[src/rtl/dcrl_pkg.sv]
// ----------------------------------------------------------------------------
// dcrl_pkg
// Shared types, register codes and reset values for the drive ramp limiter.
// ----------------------------------------------------------------------------
package dcrl_pkg;

    localparam int STICK_W   = 16;
    localparam int REG_W     = 15;
    localparam int ELAPSED_W = 16;
    localparam int IDX_W     = 2;
    localparam int PROD_W    = ELAPSED_W + REG_W;
    localparam int IN_DATA_W  = 56;
    localparam int OUT_DATA_W = 40;

    typedef logic signed [STICK_W-1:0] q15_t;
    typedef logic [REG_W-1:0]          cfg_val_t;

    typedef enum logic {
        OP_TANK   = 1'b0,
        OP_ARCADE = 1'b1
    } op_t;

    typedef enum logic [IDX_W-1:0] {
        CFG_DEAD_BAND   = 2'd0,
        CFG_MATCH_BAND  = 2'd1,
        CFG_RAMP_PER_MS = 2'd2,
        CFG_MAX_STEP    = 2'd3
    } cfg_idx_t;

    localparam cfg_val_t DEAD_BAND_RST   = 15'd3277;
    localparam cfg_val_t MATCH_BAND_RST  = 15'd1638;
    localparam cfg_val_t RAMP_PER_MS_RST = 15'd33;
    localparam cfg_val_t MAX_STEP_RST    = 15'd8192;

    // Pipeline control handed to each lane.
    typedef struct packed {
        logic load1;   // item accepted into the conditioning stage
        logic load2;   // conditioned item moves into the ramp stage
        logic fine;    // fine mode in force for the item being accepted
        op_t  op;      // pair that the ramp stage item updates
    } lane_ctrl_t;

endpackage

[src/rtl/dual_channel_drive_ramp_limiter.sv]
// ----------------------------------------------------------------------------
// dual_channel_drive_ramp_limiter
// Two-channel drive command slew limiter with dead band and fine mode.
// ----------------------------------------------------------------------------
// Accepts one item per clock while the result side is ready, and returns one
// result item per input item, in order. The path is two stages: the first
// conditions both sticks (tank match, fine-mode halving, dead band) and forms
// the step limit with one 16x15 multiply; the second ramps the stored speeds
// of both lanes and loads the output register. Back-pressure can hold an item
// in stage 1; the speed registers close their loop in the second stage, so
// each item ramps from the speeds left by the item before it. Configuration
// writes are registered and should be made with no item in flight.
module dual_channel_drive_ramp_limiter (
    input  logic                                 aclk,
    input  logic                                 aresetn,
    input  logic                                 s_tvalid,
    output logic                                 s_tready,
    // [15:0] first_stick, [31:16] second_stick, [47:32] elapsed_ms,
    // [48] back_pressed, [55:49] zero
    input  logic [dcrl_pkg::IN_DATA_W-1:0]       s_tdata,
    // [0] operation
    input  logic                                 s_tuser,
    output logic                                 m_tvalid,
    input  logic                                 m_tready,
    // [15:0] first_drive, [31:16] second_drive, [32] fine_mode, [39:33] zero
    output logic [dcrl_pkg::OUT_DATA_W-1:0]      m_tdata,
    input  logic                                 cfg_we,
    input  logic [dcrl_pkg::IDX_W-1:0]           cfg_index,
    input  logic [dcrl_pkg::REG_W-1:0]           cfg_data
);

    dcrl_pkg::cfg_val_t   dead_band_reg;
    dcrl_pkg::cfg_val_t   match_band_reg;
    dcrl_pkg::cfg_val_t   ramp_per_ms_reg;
    dcrl_pkg::cfg_val_t   max_step_reg;

    logic                 s_acc;
    dcrl_pkg::op_t        op_in;
    dcrl_pkg::q15_t       first_stick;
    dcrl_pkg::q15_t       second_stick;
    dcrl_pkg::q15_t       lane0_stick;
    logic [15:0]          elapsed_ms;
    logic                 back_pressed;
    logic signed [16:0]   diff;
    logic [16:0]          diff_mag;
    logic                 match_hit;

    logic                 fine_reg;
    logic                 fine_next;
    logic                 v1_reg;
    logic                 v1_next;
    dcrl_pkg::op_t        op1_reg;
    logic                 fine1_reg;

    logic                 take;
    logic                 load2;
    dcrl_pkg::cfg_val_t   step;
    dcrl_pkg::lane_ctrl_t lane_ctrl;
    dcrl_pkg::q15_t       speed_a;
    dcrl_pkg::q15_t       speed_b;

    // Configuration registers
    always_ff @(posedge aclk) begin
        if (!aresetn) begin
            dead_band_reg   <= dcrl_pkg::DEAD_BAND_RST;
            match_band_reg  <= dcrl_pkg::MATCH_BAND_RST;
            ramp_per_ms_reg <= dcrl_pkg::RAMP_PER_MS_RST;
            max_step_reg    <= dcrl_pkg::MAX_STEP_RST;
        end else if (cfg_we) begin
            case (dcrl_pkg::cfg_idx_t'(cfg_index))
                dcrl_pkg::CFG_DEAD_BAND:   dead_band_reg   <= cfg_data;
                dcrl_pkg::CFG_MATCH_BAND:  match_band_reg  <= cfg_data;
                dcrl_pkg::CFG_RAMP_PER_MS: ramp_per_ms_reg <= cfg_data;
                dcrl_pkg::CFG_MAX_STEP:    max_step_reg    <= cfg_data;
                default: ;
            endcase
        end
    end

    // Input unpacking and tank stick matching
    assign s_acc        = s_tvalid && s_tready;
    assign op_in        = dcrl_pkg::op_t'(s_tuser);
    assign first_stick  = s_tdata[15:0];
    assign second_stick = s_tdata[31:16];
    assign elapsed_ms   = s_tdata[47:32];
    assign back_pressed = s_tdata[48];

    always_comb begin
        diff      = {first_stick[15], first_stick} - {second_stick[15], second_stick};
        diff_mag  = diff[16] ? 17'(-diff) : 17'(diff);
        match_hit = (op_in == dcrl_pkg::OP_TANK) && (diff_mag < {2'b00, match_band_reg});
        lane0_stick = match_hit ? second_stick : first_stick;
    end

    // Fine mode toggles when an item with back_pressed set is accepted, before that item is shaped.
    assign fine_next = fine_reg ^ back_pressed;

    always_ff @(posedge aclk) begin
        if (!aresetn) begin
            fine_reg <= 1'b0;
        end else if (s_acc) begin
            fine_reg <= fine_next;
        end
    end

    // Stage 1 occupancy
    assign load2    = v1_reg && take;
    assign s_tready = !v1_reg || take;

    always_comb begin
        if (s_acc) begin
            v1_next = 1'b1;
        end else if (load2) begin
            v1_next = 1'b0;
        end else begin
            v1_next = v1_reg;
        end
    end

    always_ff @(posedge aclk) begin
        if (!aresetn) begin
            v1_reg <= 1'b0;
        end else begin
            v1_reg <= v1_next;
        end
    end

    always_ff @(posedge aclk) begin
        if (s_acc) begin
            op1_reg   <= op_in;
            fine1_reg <= fine_next;
        end
    end

    assign lane_ctrl = '{load1: s_acc, load2: load2, fine: fine_next, op: op1_reg};

    dcrl_step u_step (
        .aclk        (aclk),
        .load        (s_acc),
        .elapsed_ms  (elapsed_ms),
        .ramp_per_ms (ramp_per_ms_reg),
        .max_step    (max_step_reg),
        .step        (step)
    );

    // Lane A: left / move. Lane B: right / rotate.
    dcrl_lane u_lane_a (
        .aclk      (aclk),
        .aresetn   (aresetn),
        .ctrl      (lane_ctrl),
        .stick     (lane0_stick),
        .dead_band (dead_band_reg),
        .step      (step),
        .speed_new (speed_a)
    );

    dcrl_lane u_lane_b (
        .aclk      (aclk),
        .aresetn   (aresetn),
        .ctrl      (lane_ctrl),
        .stick     (second_stick),
        .dead_band (dead_band_reg),
        .step      (step),
        .speed_new (speed_b)
    );

    dcrl_merge u_merge (
        .aclk     (aclk),
        .aresetn  (aresetn),
        .load     (load2),
        .op       (op1_reg),
        .fine     (fine1_reg),
        .speed_a  (speed_a),
        .speed_b  (speed_b),
        .take     (take),
        .m_tvalid (m_tvalid),
        .m_tready (m_tready),
        .m_tdata  (m_tdata)
    );

    // A conditioned item waits in stage 1 until the ramp stage takes it.
    a_stage1_hold: assert property (@(posedge aclk) disable iff (!aresetn)
        (v1_reg && !load2) |=> v1_reg)
        else $error("stage 1 item dropped");

    // Fine mode changes only when an item is accepted.
    a_fine_stable: assert property (@(posedge aclk) disable iff (!aresetn)
        !s_acc |=> $stable(fine_reg))
        else $error("fine mode changed without an item");

    // First drive is always negated with saturation.
    a_first_sat: assert property (@(posedge aclk) disable iff (!aresetn)
        m_tvalid |-> (m_tdata[15:0] != 16'h8000))
        else $error("first drive holds the most negative code");

    // Results never appear without an item in stage 1 the cycle before.
    a_out_source: assert property (@(posedge aclk) disable iff (!aresetn)
        (!m_tvalid && !v1_reg) |=> !m_tvalid)
        else $error("result without a source item");

endmodule

[src/rtl/dcrl_step.sv]
// ----------------------------------------------------------------------------
// dcrl_step
// Allowed speed change for one update: elapsed time times rate, capped.
// ----------------------------------------------------------------------------
module dcrl_step (
    input  logic                              aclk,
    input  logic                              load,
    input  logic [dcrl_pkg::ELAPSED_W-1:0]    elapsed_ms,
    input  dcrl_pkg::cfg_val_t                ramp_per_ms,
    input  dcrl_pkg::cfg_val_t                max_step,
    output dcrl_pkg::cfg_val_t                step
);

    logic [dcrl_pkg::PROD_W-1:0] prod;
    dcrl_pkg::cfg_val_t          step_next;
    dcrl_pkg::cfg_val_t          step_reg;

    // Full-width product, so large elapsed times saturate at the cap.
    assign prod = elapsed_ms * {{dcrl_pkg::ELAPSED_W{1'b0}}, ramp_per_ms};

    always_comb begin
        if (prod > {{dcrl_pkg::ELAPSED_W{1'b0}}, max_step}) begin
            step_next = max_step;
        end else begin
            step_next = prod[dcrl_pkg::REG_W-1:0];
        end
    end

    always_ff @(posedge aclk) begin
        if (load) begin
            step_reg <= step_next;
        end
    end

    assign step = step_reg;

endmodule

[src/rtl/dcrl_lane.sv]
// ----------------------------------------------------------------------------
// dcrl_lane
// One channel: fine-mode halving and dead band, then the slew-limited speed
// for the tank and the arcade pair member that this lane owns.
// ----------------------------------------------------------------------------
module dcrl_lane (
    input  logic                  aclk,
    input  logic                  aresetn,
    input  dcrl_pkg::lane_ctrl_t  ctrl,
    input  dcrl_pkg::q15_t        stick,
    input  dcrl_pkg::cfg_val_t    dead_band,
    input  dcrl_pkg::cfg_val_t    step,
    output dcrl_pkg::q15_t        speed_new
);

    logic signed [16:0] stick_ext;
    logic signed [16:0] half;
    logic signed [16:0] shaped;
    logic [16:0]        shaped_mag;
    dcrl_pkg::q15_t     target_next;
    dcrl_pkg::q15_t     target_reg;

    dcrl_pkg::q15_t     tank_speed_reg;
    dcrl_pkg::q15_t     arcade_speed_reg;
    dcrl_pkg::q15_t     cur;
    logic signed [17:0] cur_ext;
    logic signed [17:0] tgt_ext;
    logic signed [17:0] step_ext;
    logic signed [17:0] moved;

    // Conditioning stage: halve toward zero, then dead band.
    always_comb begin
        stick_ext = {stick[15], stick};
        half      = (stick_ext + $signed({16'd0, stick[15]})) >>> 1;
        shaped    = ctrl.fine ? half : stick_ext;
        shaped_mag = shaped[16] ? 17'(-shaped) : 17'(shaped);
        if (shaped_mag < {2'b00, dead_band}) begin
            target_next = '0;
        end else begin
            target_next = shaped[15:0];
        end
    end

    always_ff @(posedge aclk) begin
        if (ctrl.load1) begin
            target_reg <= target_next;
        end
    end

    // Ramp stage: move toward target by at most step, never past it.
    always_comb begin
        cur      = (ctrl.op == dcrl_pkg::OP_ARCADE) ? arcade_speed_reg : tank_speed_reg;
        cur_ext  = {{2{cur[15]}}, cur};
        tgt_ext  = {{2{target_reg[15]}}, target_reg};
        step_ext = {3'b000, step};
        if (tgt_ext < cur_ext) begin
            moved = cur_ext - step_ext;
            if (moved < tgt_ext) begin
                moved = tgt_ext;
            end
        end else begin
            moved = cur_ext + step_ext;
            if (moved > tgt_ext) begin
                moved = tgt_ext;
            end
        end
        speed_new = moved[15:0];
    end

    always_ff @(posedge aclk) begin
        if (!aresetn) begin
            tank_speed_reg   <= '0;
            arcade_speed_reg <= '0;
        end else if (ctrl.load2) begin
            if (ctrl.op == dcrl_pkg::OP_ARCADE) begin
                arcade_speed_reg <= speed_new;
            end else begin
                tank_speed_reg <= speed_new;
            end
        end
    end

endmodule

[src/rtl/dcrl_merge.sv]
// ----------------------------------------------------------------------------
// dcrl_merge
// Combines both lanes into the result item and holds it for the sink.
// ----------------------------------------------------------------------------
module dcrl_merge (
    input  logic                                 aclk,
    input  logic                                 aresetn,
    input  logic                                 load,
    input  dcrl_pkg::op_t                        op,
    input  logic                                 fine,
    input  dcrl_pkg::q15_t                       speed_a,
    input  dcrl_pkg::q15_t                       speed_b,
    output logic                                 take,
    output logic                                 m_tvalid,
    input  logic                                 m_tready,
    output logic [dcrl_pkg::OUT_DATA_W-1:0]      m_tdata
);

    logic                              valid_reg;
    logic                              valid_next;
    logic [dcrl_pkg::OUT_DATA_W-1:0]   data_reg;
    logic [dcrl_pkg::OUT_DATA_W-1:0]   data_next;
    dcrl_pkg::q15_t                    first_drive;
    dcrl_pkg::q15_t                    second_drive;

    // Negate, saturating the most negative code.
    function automatic dcrl_pkg::q15_t neg_sat(input dcrl_pkg::q15_t v);
        if (v == 16'sh8000) begin
            return 16'sh7FFF;
        end
        return -v;
    endfunction

    always_comb begin
        first_drive  = neg_sat(speed_a);
        second_drive = (op == dcrl_pkg::OP_TANK) ? neg_sat(speed_b) : speed_b;
        data_next    = {7'd0, fine, second_drive, first_drive};
    end

    assign take = !valid_reg || m_tready;

    always_comb begin
        if (load) begin
            valid_next = 1'b1;
        end else if (m_tready) begin
            valid_next = 1'b0;
        end else begin
            valid_next = valid_reg;
        end
    end

    always_ff @(posedge aclk) begin
        if (!aresetn) begin
            valid_reg <= 1'b0;
        end else begin
            valid_reg <= valid_next;
        end
    end

    always_ff @(posedge aclk) begin
        if (load) begin
            data_reg <= data_next;
        end
    end

    assign m_tvalid = valid_reg;
    assign m_tdata  = data_reg;

endmodule

[config.mk]
export PLATFORM = sky130hd
export DESIGN_NAME = dual_channel_drive_ramp_limiter
export DESIGN_NICKNAME = d
export VERILOG_FILES = /design/src/rtl/dcrl_pkg.sv /design/src/rtl/dual_channel_drive_ramp_limiter.sv /design/src/rtl/dcrl_step.sv /design/src/rtl/dcrl_lane.sv /design/src/rtl/dcrl_merge.sv
export SDC_FILE = /design/constraint.sdc
export NUM_CORES = 1
export LEC_CHECK = 0
export ABC_AREA = 1
export BUFFER_PORTS_ARGS = -buffer_cell sky130_fd_sc_hd__buf_2
export CORE_MARGIN = 2
export CORE_UTILIZATION = 40
export CTS_BUF_LIST = sky130_fd_sc_hd__clkbuf_8 sky130_fd_sc_hd__clkbuf_16
export CTS_CLUSTER_SIZE = 25
export DETAILED_ROUTE_END_ITERATION = 6
export PLACE_DENSITY_LB_ADDON = 0.1
export RECOVER_POWER = 50
export SLEW_MARGIN = 15
export SYNTH_ARGS = -nofsm -noshare
export SYNTH_HDL_FRONTEND = slang
export SYNTH_SLANG_ARGS = --single-unit
export TNS_END_PERCENT = 50
[constraint.sdc]
create_clock -name aclk -period 12.6 [get_ports aclk]
set_input_delay 3.78 -clock aclk [delete_from_list [all_inputs] [get_ports aclk]]
set_output_delay 3.78 -clock aclk [all_outputs]
set_load 0.005 [all_outputs]
==> out/qor.yml, run 1 <==
slew_violations: 210
synth_cell_types: 61
syn-instance-count: 3832
leakage_nw: 15.76
port_buffers: 106
area_growth_pct: 7.667
met3_usage_pct: 1.666
synth_area_leaders: "ha_1 15%, fa_1 14%, nand2_1 12%"
relSlewSlack_pct: -74.78
whs_ns: 0.4307
synth-seq-area-share_pct: 18.34
synth_edf_count: 82
setup_viol_count_final: 0
largest_register_ffs: 33
final_common_cell: "nand2_1"
vdd_drop_max_v: 0.00008496
initial_utilization_pct: 40.48
syn_area_um2: 27280
max_freq_mhz: 92.78
layout.cells.non_filler: 4738
gp_congestion: 0.9230
synth_fa_ha_area_share_pct: 28.75
die_h_um: 265.2
synth_compound_area_share_pct: 14.70
grtUsageMet1_pct: 31.79
crit_path_end_kind: "flip-flop"
p_per_area_nw_per_um2: 150.0
crit_required_ns: 12.87
wirelength_um: 77640
min_period_ns: 10.78
grt_max_degree: 65
grt_pass1_wl_um: 124900
synth_top_cell_by_area: "ha_1"
violations: "capacitance limit, slew limit"
pwr-share-seq_pct: 20.2
synth-xor-area-share_pct: 4.269
p_int_mw: 2.256
clkSlewWorstSetupHoldPaths_ns: 0.06
layout_setup_ws_ns: 1.822
drive_gt1_share_pct: 6.701
die_area_um2: 70320
power_switching_mw: 2.151
final_cell_mix: "873 x nand2_1, 729 x inv_1, 331 x ha_1, 277 x o21ai_0, 262 x a21oi_1"
via_count: 23820
clock_skew_ns: 0.06724
cts_resized: 0
synth_top_family_by_area: "adder cells"
crit_path_start_kind: "input port"
cts_setup_buffers: 0
fillers: 7140
htree_levels: 1
hold_buffers: 0
met2_usage_pct: 37.46
synthArstFlopShare_pct: 0
hold_viol: 0
cts_tree: "built"
syn_avg_cell_area_um2: 7.120
worst_pin_slew_ns: 2.622
track_usage_pct: 22.24
avgViaCountPerCell: 5.027
rows: 95
pwr-share-clk_pct: 18.2
cpMaxStageDelayCell: "nor2_8"
max_cap_viol_count: 4
root_buffer: "clkbuf_16"
busiest_layer: "met2"
crit_type: "in2reg"
synth-seq-cells: 209
fp.dieW_um: 265.2
rsz0062_at_grt: "false"
synth-simple-area-share_pct: 21.47
numCtsBuffers: 27
synthMuxAreaShare_pct: 0.07337
antennaDiodeCount: 0
place_ws_ns: 1.313
hpwl_um: 63280
routedWlPerCell_um: 16.39
status: "finished with violations"
ys.flop_type: "dfxtp_1"
grt_overflow: 0
crit_top_cell: "nand2_1"
io_pins: 121
core_um2: 67400
cp.arrival_ns: 11.05
hp-class: "reg2reg"
combPwrFrac_pct: 61.6
cts_buffer_depth: 3
finalNetCount: 4439
tns_ns: 0
swShare_pct: 48.81
dr.first_iter.drc_count: 1431
yosysTopAreaCellShare_pct: 15.18
post-route-period-util_pct: 85.54
cp_max_fo: 33
drc: 0
place_inst: 4688
antenna_found_initial: 0
clock_sinks: 209
max_stage_delay_ns: 0.43
insertion_delay_ns: 0.60
first_global_vias: 22640
dr.pass1.iters: 5
drtAntennaViolNets: 0
ys_warn_count: 0
-- cell type report --
| cell class | count | area [um2] | share of cell area [%] |
|---|---|---|---|
| multi-input cells | 2750 | 18950 | 64.51 |
| well taps | 873 | 1092 | 3.718 |
| clock buffers | 36 | 833.3 | 2.837 |
| clock inverters | 14 | 115.1 | 0.3918 |
| repair buffers | 123 | 628.1 | 2.138 |
| flip-flops and latches | 209 | 5005 | 17.04 |
| inverters | 733 | 2751 | 9.366 |
-- synthesized netlist by cell type, types with 34 or more instances --
master    count
nand3_1     125
nor3_1       49
nor2_1      190
o211ai_1     53
ha_1        331
fa_1        185
a21oi_1     262
xor2_1      103
edfxtp_1     82
dfxtp_1     127
nand2_1     873
nand4_1      37
or2_2        34
clkbuf_1    123
inv_1       724
o21ai_0     277
-- through the flow --
stage               power, mW  util (%)  cell area [um2]
floorplan               2.905         -            27310
global placement        3.622     42.23            28460
detailed placement      3.623     42.23            28460
CTS                     4.453     43.64            29410
global route            4.883     43.59            29380
finish                  4.407     43.59            29380
-- power by group through the flow --
stage | registers [mW] | logic, mW | clock network [mW]
final | 0.892 | 2.71 | 0.802
after global routing | 0.900 | 3.13 | 0.856
after CTS | 0.891 | 2.74 | 0.826
after detailed placement | 0.905 | 2.72 | 0
after global placement | 0.905 | 2.72 | 0
after floorplan | 0.870 | 2.04 | 0
-- metal layers --
metal / part of all wire [%] / routed length (um)
met2: 47 / 36280
met5: 0 / 0
met3: 3.3 / 2555
met4: 1.5 / 1129
met1: 49 / 37670
-- worst max-delay path: cells and delay by family --
family,cells,cell delay [ns]
and+or+nand+nor,26,2.97
adders and majority gates,6,1.67
AOI/OAI and AO/OA,9,1.53
buffers and inverters,7,0.75
xor gates and xnor gates,2,0.30
-- worst paths after layout --
kind                            start                                    to  slack, ns  cells past startpoint
setup / recovery           s_tdata[0]  u_lane_a.target_reg[0]$_SDFFCE_PN0P_       1.82                     50
hold / removal    fine1_reg$_DFFE_PP_         u_merge.m_tdata[32]$_DFFE_PP_       0.43                      0
setup reg to reg    op1_reg$_DFFE_PP_         u_merge.m_tdata[25]$_DFFE_PP_       3.23                     37
hold reg to reg   fine1_reg$_DFFE_PP_         u_merge.m_tdata[32]$_DFFE_PP_       0.43                      0
-- logic make-up after synthesis --
| group | Yosys count |
|---|---|
| simple gates | 1378 |
| buf+inv | 879 |
| compound gates | 714 |
| fa+ha+maj | 516 |
| flops | 209 |
| xor+xnor | 133 |
| mux | 2 |
| other cells | 1 |
No activity file was read; power rests on OpenSTA's default activity.
==> run 2: changes to the inputs <==
MAX_ROUTING_LAYER = met4   (was not set)
==> run 2 against run 1 <==
  * The flow still finishes with violations (capacitance limit, slew limit)
  * Utilization decreased by 0.095 points
  * Wire length increased by 1.2%
  * First-iteration DRC count unchanged
  * Combinational power about the same
  * Total power decreased by 0.81%
  * Largest cell class unchanged
  * Register-to-register slack improved by 0.08 ns
  * Hold slack improved by 0.033 ns
  * Largest power group unchanged
  * Clock skew increased by 0.0045 ns
  * Maximum frequency increased by 1.0%
==> out/qor.yml, run 2 (synthesis results as in run 1) <==
status: "finished with violations"
violations: "capacitance limit, slew limit"
clkSlewWorstSetupHoldPaths_ns: 0.07  # about the same
fillers: 7197  # +0.80%
whs_ns: 0.4640  # +0.03335 ns
crit_buf_inv: 7  # unchanged
max_stage_delay_ns: 0.43  # about the same
crit_path_start_kind: "input port"
die_area_um2: 70320  # unchanged
relSlewSlack_pct: -73.95  # +0.83 points
antenna_found_initial: 0  # unchanged
dr.first_iter.drc_count: 1431  # unchanged
tns_ns: 0  # unchanged
cts_buffer_depth: 3  # unchanged
first_global_vias: 23010  # +1.6%
largest_register_ffs: 33  # unchanged
p_per_area_nw_per_um2: 149.1  # -0.60%
max_freq_mhz: 93.72  # +1.0%
hold_buffers: 0  # unchanged
final_common_cell: "nand2_1"
worstHoldPathCells: 2  # +2
hold_viol: 0  # unchanged
routedWlPerCell_um: 16.57  # +1.1%
root_buffer: "clkbuf_16"
cts_resized: 0  # unchanged
area_growth_pct: 7.433
slew_violations: 151  # -28%
worst_pin_slew_ns: 2.609  # -0.01247 ns
grt_overflow: 0  # unchanged
insertion_delay_ns: 0.61  # about the same
die_h_um: 265.2  # unchanged
final_cell_area_um2: 29310  # -0.22%
setup_viol_count_final: 0  # unchanged
min_period_ns: 10.67  # -0.1078 ns
max_cap_viol_count: 3  # -1
crit_path_end_kind: "flip-flop"
avgViaCountPerCell: 5.025  # about the same
initial_utilization_pct: 40.48  # unchanged
post-route-period-util_pct: 84.69  # -0.86 points
crit_type: "in2reg"
dr.pass1.iters: 7  # +2
grt_max_degree: 65  # unchanged
place_inst: 4691  # +0.064%
numCtsBuffers: 27  # unchanged
io_pins: 121  # unchanged
layout.cells.non_filler: 4741  # +0.063%
crit_family: "simple AND/OR/NAND/NOR gates"
regArea_um2: 5005  # unchanged
via_count: 23820  # +0.013%
cpMaxStageDelayCell: "nor2_8"
leakage_nw: 15.74  # -0.14%
drtAntennaViolNets: 0  # unchanged
crit_required_ns: 12.88  # about the same
crit_top_cell: "nand2_1"
cts_tree: "built"
grt_pass1_wl_um: 126000  # +0.89%
multiInputGateArea_um2: 18950  # unchanged
rows: 95  # unchanged
cp.depth: 51  # +2.0%
vdd_drop_max_v: 0.00009172  # +8.0%
hp-class: "reg2reg"
total_power_mw: 4.371  # -0.81%
htree_levels: 1  # unchanged
wirelength_um: 78560  # +1.2%
final_cell_mix: "873 x nand2_1, 730 x inv_1, 331 x ha_1, 277 x o21ai_0, 262 x a21oi_1"
clock_sinks: 209  # unchanged
hpwl_um: 64140  # +1.4%
finalNetCount: 4442  # +0.068%
cp_max_fo: 33  # unchanged
cp.arrival_ns: 10.95  # -0.10 ns
drive_gt1_share_pct: 6.696  # about the same
clock_skew_ns: 0.07179  # +0.004550 ns
place_area_um2: 28480  # about the same
fp.dieW_um: 265.2  # unchanged
drc: 0  # unchanged
track_usage_pct: 23.09  # +0.85 points
gp_congestion: 0.9368  # +1.5%
cts_setup_buffers: 0  # unchanged
rsz0062_at_grt: "false"
port_buffers: 106  # unchanged
core_um2: 67400  # unchanged
r2r_cells: 37  # unchanged
antennaDiodeCount: 0  # unchanged
[run 2: changes by cell type in the layout (fill, tap and decap cells not counted), moves of 2 or more]
cell / change
clkbuf_16: -2
clkinv_2: +3
buf_4: +4
clkbuf_8: -3
buf_2: -2
[run 2: metal layers]
metal	track usage, %	part of all wire (%)
met1	31.93	49
met2	37.80	46
met3	1.490	3.0
met4	3.894	1.7
met5	-	0
[run 2: per-stage QoR]
step,util (%),setup slack [ns]
after floorplan,-,2.226
after detailed placement,42.26,1.356
after global placement,42.26,1.374
final,43.49,1.930
after global routing,43.49,1.085
after CTS,43.54,1.898
[run 2: final timing paths]
kind                            slack, ns                            from                                    to
worst max-delay path                 1.93                      s_tdata[0]  u_lane_a.target_reg[2]$_SDFFCE_PN0P_
worst min-delay path                 0.46  match_band_reg[7]$_SDFFE_PN0P_        match_band_reg[7]$_SDFFE_PN0P_
worst max register to register       3.31               op1_reg$_DFFE_PP_         u_merge.m_tdata[25]$_DFFE_PP_
worst min register to register       0.46  match_band_reg[7]$_SDFFE_PN0P_        match_band_reg[7]$_SDFFE_PN0P_
[run 2: tightest hold or removal path, stage by stage, from the launching register on]
cell     delay, ns
dfxtp_1       0.30
inv_1         0.06
a21oi_1       0.06
[run 2: area by class of cell]
| class | instances | share of cell area (%) |
|---|---|---|
| timing repair buffer | 126 | 2.224 |
| inverter | 733 | 9.386 |
| multi-input combinational | 2750 | 64.65 |
| sequential | 209 | 17.07 |
| clock buffer | 31 | 2.531 |
| clock inverter | 19 | 0.4055 |
| tap | 873 | 3.726 |
[run 2: power by group]
| part | internal, mW | switching (mW) |
|---|---|---|
| registers | 0.826 | 0.0636 |
| logic | 0.946 | 1.79 |
| clock network | 0.424 | 0.325 |
| total | 2.20 | 2.17 |
==> run 3: changes to the inputs <==
ABC_AREA = 0   (was 1)
clock period = 8.7 ns   (was 12.6 ns; I/O delays follow)
==> run 3 against run 2 <==
  * Die area down 1.1%
  * Critical path type unchanged
  * Sequential cell count unchanged
  * Hold slack worse by 0.030 ns
  * Final cell count down 4.1%
  * Sequential power up 48%
  * Sequential share of layout area down 1.7 points
  * The flow finishes with violations (capacitance limit, slew limit, setup timing)
  * Non-clock buffer count up 375
  * Clock power up 43%
  * Combinational power up 46%
  * Critical path depth down 11
  * Critical endpoint is now u_lane_a.target_reg[6]$_SDFFCE_PN0P_
  * Design area up 11%
  * Wire length up 9.3%
==> out/qor.yml, run 3 <==
drive_gt1_share_pct: 19.09  # +12 points
grt_overflow: 0  # unchanged
routedWlPerCell_um: 18.89  # +14%
setup_viol_count_final: 31  # +31
wirelength_um: 85870  # +9.3%
p_per_area_nw_per_um2: 195.4  # +31%
finalNetCount: 4248  # -4.4%
crit_path_start_kind: "input port"
place_ws_ns: -2.185  # -3.541 ns
numCtsBuffers: 26  # -3.7%
gp_congestion: 0.9299  # -0.74%
max_stage_delay_ns: 0.52  # +0.09 ns
worst_pin_slew_ns: 2.988  # +0.3793 ns
cts_tree: "built"
synth-seq-area-share_pct: 18.54  # +0.20 points
core_um2: 67040  # -0.53%
insertion_delay_ns: 0.58  # -0.03 ns
crit_type: "in2reg"
synthArstFlopShare_pct: 0  # unchanged
relSlewSlack_pct: -99.23  # -25 points
synth_most_common_cell: "nand2_1"
hpwl_um: 71310  # +11%
p_int_mw: 3.627  # +65%
swShare_pct: 43.13  # -6.6 points
track_usage_pct: 25.23  # +2.1 points
ff2ff_setup_slack_ns: 0.46  # -2.85 ns
synth_area_leaders: "ha_1 15%, fa_1 14%, dfxtp_1 9.4%"
power_switching_mw: 2.750  # +26%
drc: 0  # unchanged
clock_sinks: 209  # unchanged
syn_avg_cell_area_um2: 8.260  # +16%
layout_setup_ws_ns: -1.224  # -3.153 ns
avgViaCountPerCell: 5.366  # +6.8%
max_freq_mhz: 100.8
hold_buffers: 0  # unchanged
wl_met1_um: 39570  # +3.1%
crit-reg2reg-launch: "op1_reg$_DFFE_PP_"
pwr-share-seq_pct: 20.7  # +0.3 points
cp_max_fo: 6  # -82%
min_period_ns: 9.924
rows: 95  # unchanged
dr.first_iter.drc_count: 1501  # +4.9%
fp.dieW_um: 263.8  # -0.53%
io_pins: 121  # unchanged
pwr-share-clk_pct: 16.7  # -0.4 points
post-route-period-util_pct: 114.1
first_global_vias: 25140  # +9.2%
initial_utilization_pct: 40.27  # -0.22 points
via_count: 24400  # +2.4%
crit_path_end_kind: "flip-flop"
crit_start: "s_tdata[18]"
root_buffer: "clkbuf_16"
synth_edf_count: 82  # unchanged
final_cell_mix: "467 x nand2_1, 384 x inv_1, 380 x buf_4, 316 x ha_1, 183 x fa_1"
max_cap_viol_count: 5  # +2
r2r_cells: 25  # -32%
fillers: 6614  # -8.1%
syn-instance-count: 3268  # -15%
clock_skew_ns: 0.04933  # -0.02246 ns
place_inst: 4465  # -4.8%
fin_util_pct: 48.68  # +5.2 points
r2r_end: "u_merge.m_tdata[1]$_SDFFCE_PN1P_"
wl_met3_um: 3067  # +29%
highest_layer: "met4"
hp-class: "reg2reg"
synth_cell_types: 100  # +64%
critPathCapture: "u_lane_a.target_reg[6]$_SDFFCE_PN0P_"
port_buffers: 106  # unchanged
die_h_um: 263.8  # -0.53%
rsz0062_at_grt: "true"
worstHoldPathCells: 0  # -2
htree_levels: 1  # unchanged
cp.arrival_ns: 10.21  # -0.74 ns
syn_area_um2: 26990  # -1.1%
antennaDiodeCount: 0  # unchanged
dr.pass1.iters: 7  # unchanged
vdd_drop_max_v: 0.0001433  # +56%
slew_violations: 239  # +58%
clkSlewWorstSetupHoldPaths_ns: 0.06  # about the same
drtAntennaViolNets: 0  # unchanged
combPwrFrac_pct: 62.6  # about the same
grt_max_degree: 67  # +3.1%
cpMaxStageDelayCell: "or4_4"
layout.cells.non_filler: 4546  # -4.1%
ys.flop_type: "dfxtp_1"
crit_required_ns: 8.99  # -3.89 ns
area_growth_pct: 20.90
synth_common_cells: "473 x nand2_1, 389 x inv_1, 331 x ha_1, 185 x fa_1, 173 x nor2_1"
ys_warn_count: 0  # unchanged
grt_pass1_wl_um: 136100  # +8.0%
largest_register_ffs: 33  # unchanged
status: "finished with violations"
wl_met2_um: 40450  # +11%
synth_top_cell_by_area: "ha_1"
crit_top_cell: "buf_4"
hold_viol: 0  # unchanged
violations: "capacitance limit, slew limit, setup timing"
final_common_cell: "nand2_1"
whs_ns: 0.4338  # -0.03020 ns
antenna_found_initial: 0  # unchanged
die_area_um2: 69580  # -1.1%
synth-seq-cells: 209  # unchanged
yosysTopAreaCellShare_pct: 15.34  # +0.16 points
leakage_nw: 15.78  # +0.30%
cts_buffer_depth: 3  # unchanged
[run 3: cell count changes in the layout (fill, tap and decap cells not counted), moves of 65 or more]
cell,previous run,this run
nand3_1,125,53
xnor2_1,30,95
a21boi_0,1,69
a21oi_1,262,140
nand2_1,873,467
and2_1,3,117
buf_4,19,380
o21ai_0,277,95
inv_1,730,384
[run 3: metrics by stage]
step	area, um2	power [mW]	setup TNS, ns
3_3_place_gp	30940	5.043	-56.36
3_5_place_dp	30940	5.111	-58.44
5_1_grt	32630	6.913	-38.18
6_report	32630	6.377	-29.04
4_1_cts	32120	6.273	-30.96
2_1_floorplan	27250	3.730	-49.53
[run 3: cells by family after synthesis]
logic type               synth area share, %
buffers and inverters                  7.662
AND/OR/NAND/NOR                        19.00
multiplexers                           2.800
XOR/XNOR                               4.705
AO/OA/AOI/OAI                          18.22
other                                0.01389
adder cells (fa/ha/maj)                29.06
flip-flops                             18.54
[run 3: layer usage]
| layer | track usage [%] | vias up |
|---|---|---|
| li1 | - | 11910 |
| met2 | 42.00 | 490 |
| met5 | - | - |
| met4 | 7.663 | 0 |
| met3 | 2.368 | 133 |
| met1 | 32.52 | 11860 |
[run 3: how the worst min path moves through the flow]
| stage | from | end |
|---|---|---|
| floorplan | fine1_reg$_DFFE_PP_ | u_merge.m_tdata[32]$_DFFE_PP_ |
| global placement | fine1_reg$_DFFE_PP_ | u_merge.m_tdata[32]$_DFFE_PP_ |
| detailed placement | fine1_reg$_DFFE_PP_ | u_merge.m_tdata[32]$_DFFE_PP_ |
| CTS | fine1_reg$_DFFE_PP_ | u_merge.m_tdata[32]$_DFFE_PP_ |
| global route | fine1_reg$_DFFE_PP_ | u_merge.m_tdata[32]$_DFFE_PP_ |
| finish | fine1_reg$_DFFE_PP_ | u_merge.m_tdata[32]$_DFFE_PP_ |
[run 3: repair_timing]
item                       in CTS  in global routing
cloned                          0                  1
resized for setup              44                 99
buffers inserted               19                 13
hold endpoints to repair        0                  0
pin swaps                      42                 64
setup endpoints to repair      31                 43
[run 3: area by class of cell]
cell class	instances	area, um2	share of cell area [%]
Tap cell	873	1092	3.347
Multi-Input combinational cell	2525	20570	63.05
Inverter	390	1474	4.517
Timing Repair Buffer	501	3642	11.16
Clock inverter	21	170.2	0.5214
Clock buffer	27	675.6	2.070
Sequential cell	209	5005	15.34
[run 3: critical path, delay by kind of cell]
kind / cells / cell delay [ns]
compound gates: 16 / 3.30
xor+xnor: 2 / 0.21
fa+ha+maj: 4 / 0.95
buf+inv: 7 / 0.89
mux: 1 / 0.49
simple gates: 10 / 1.74
[run 3: power by group through the flow]
stage / clock network, mW / registers, mW / logic [mW]
finish: 1.07 / 1.32 / 3.99
detailed placement: 0 / 1.34 / 3.77
floorplan: 0 / 1.28 / 2.45
global route: 1.13 / 1.33 / 4.45
global placement: 0 / 1.33 / 3.71
CTS: 1.10 / 1.32 / 3.86
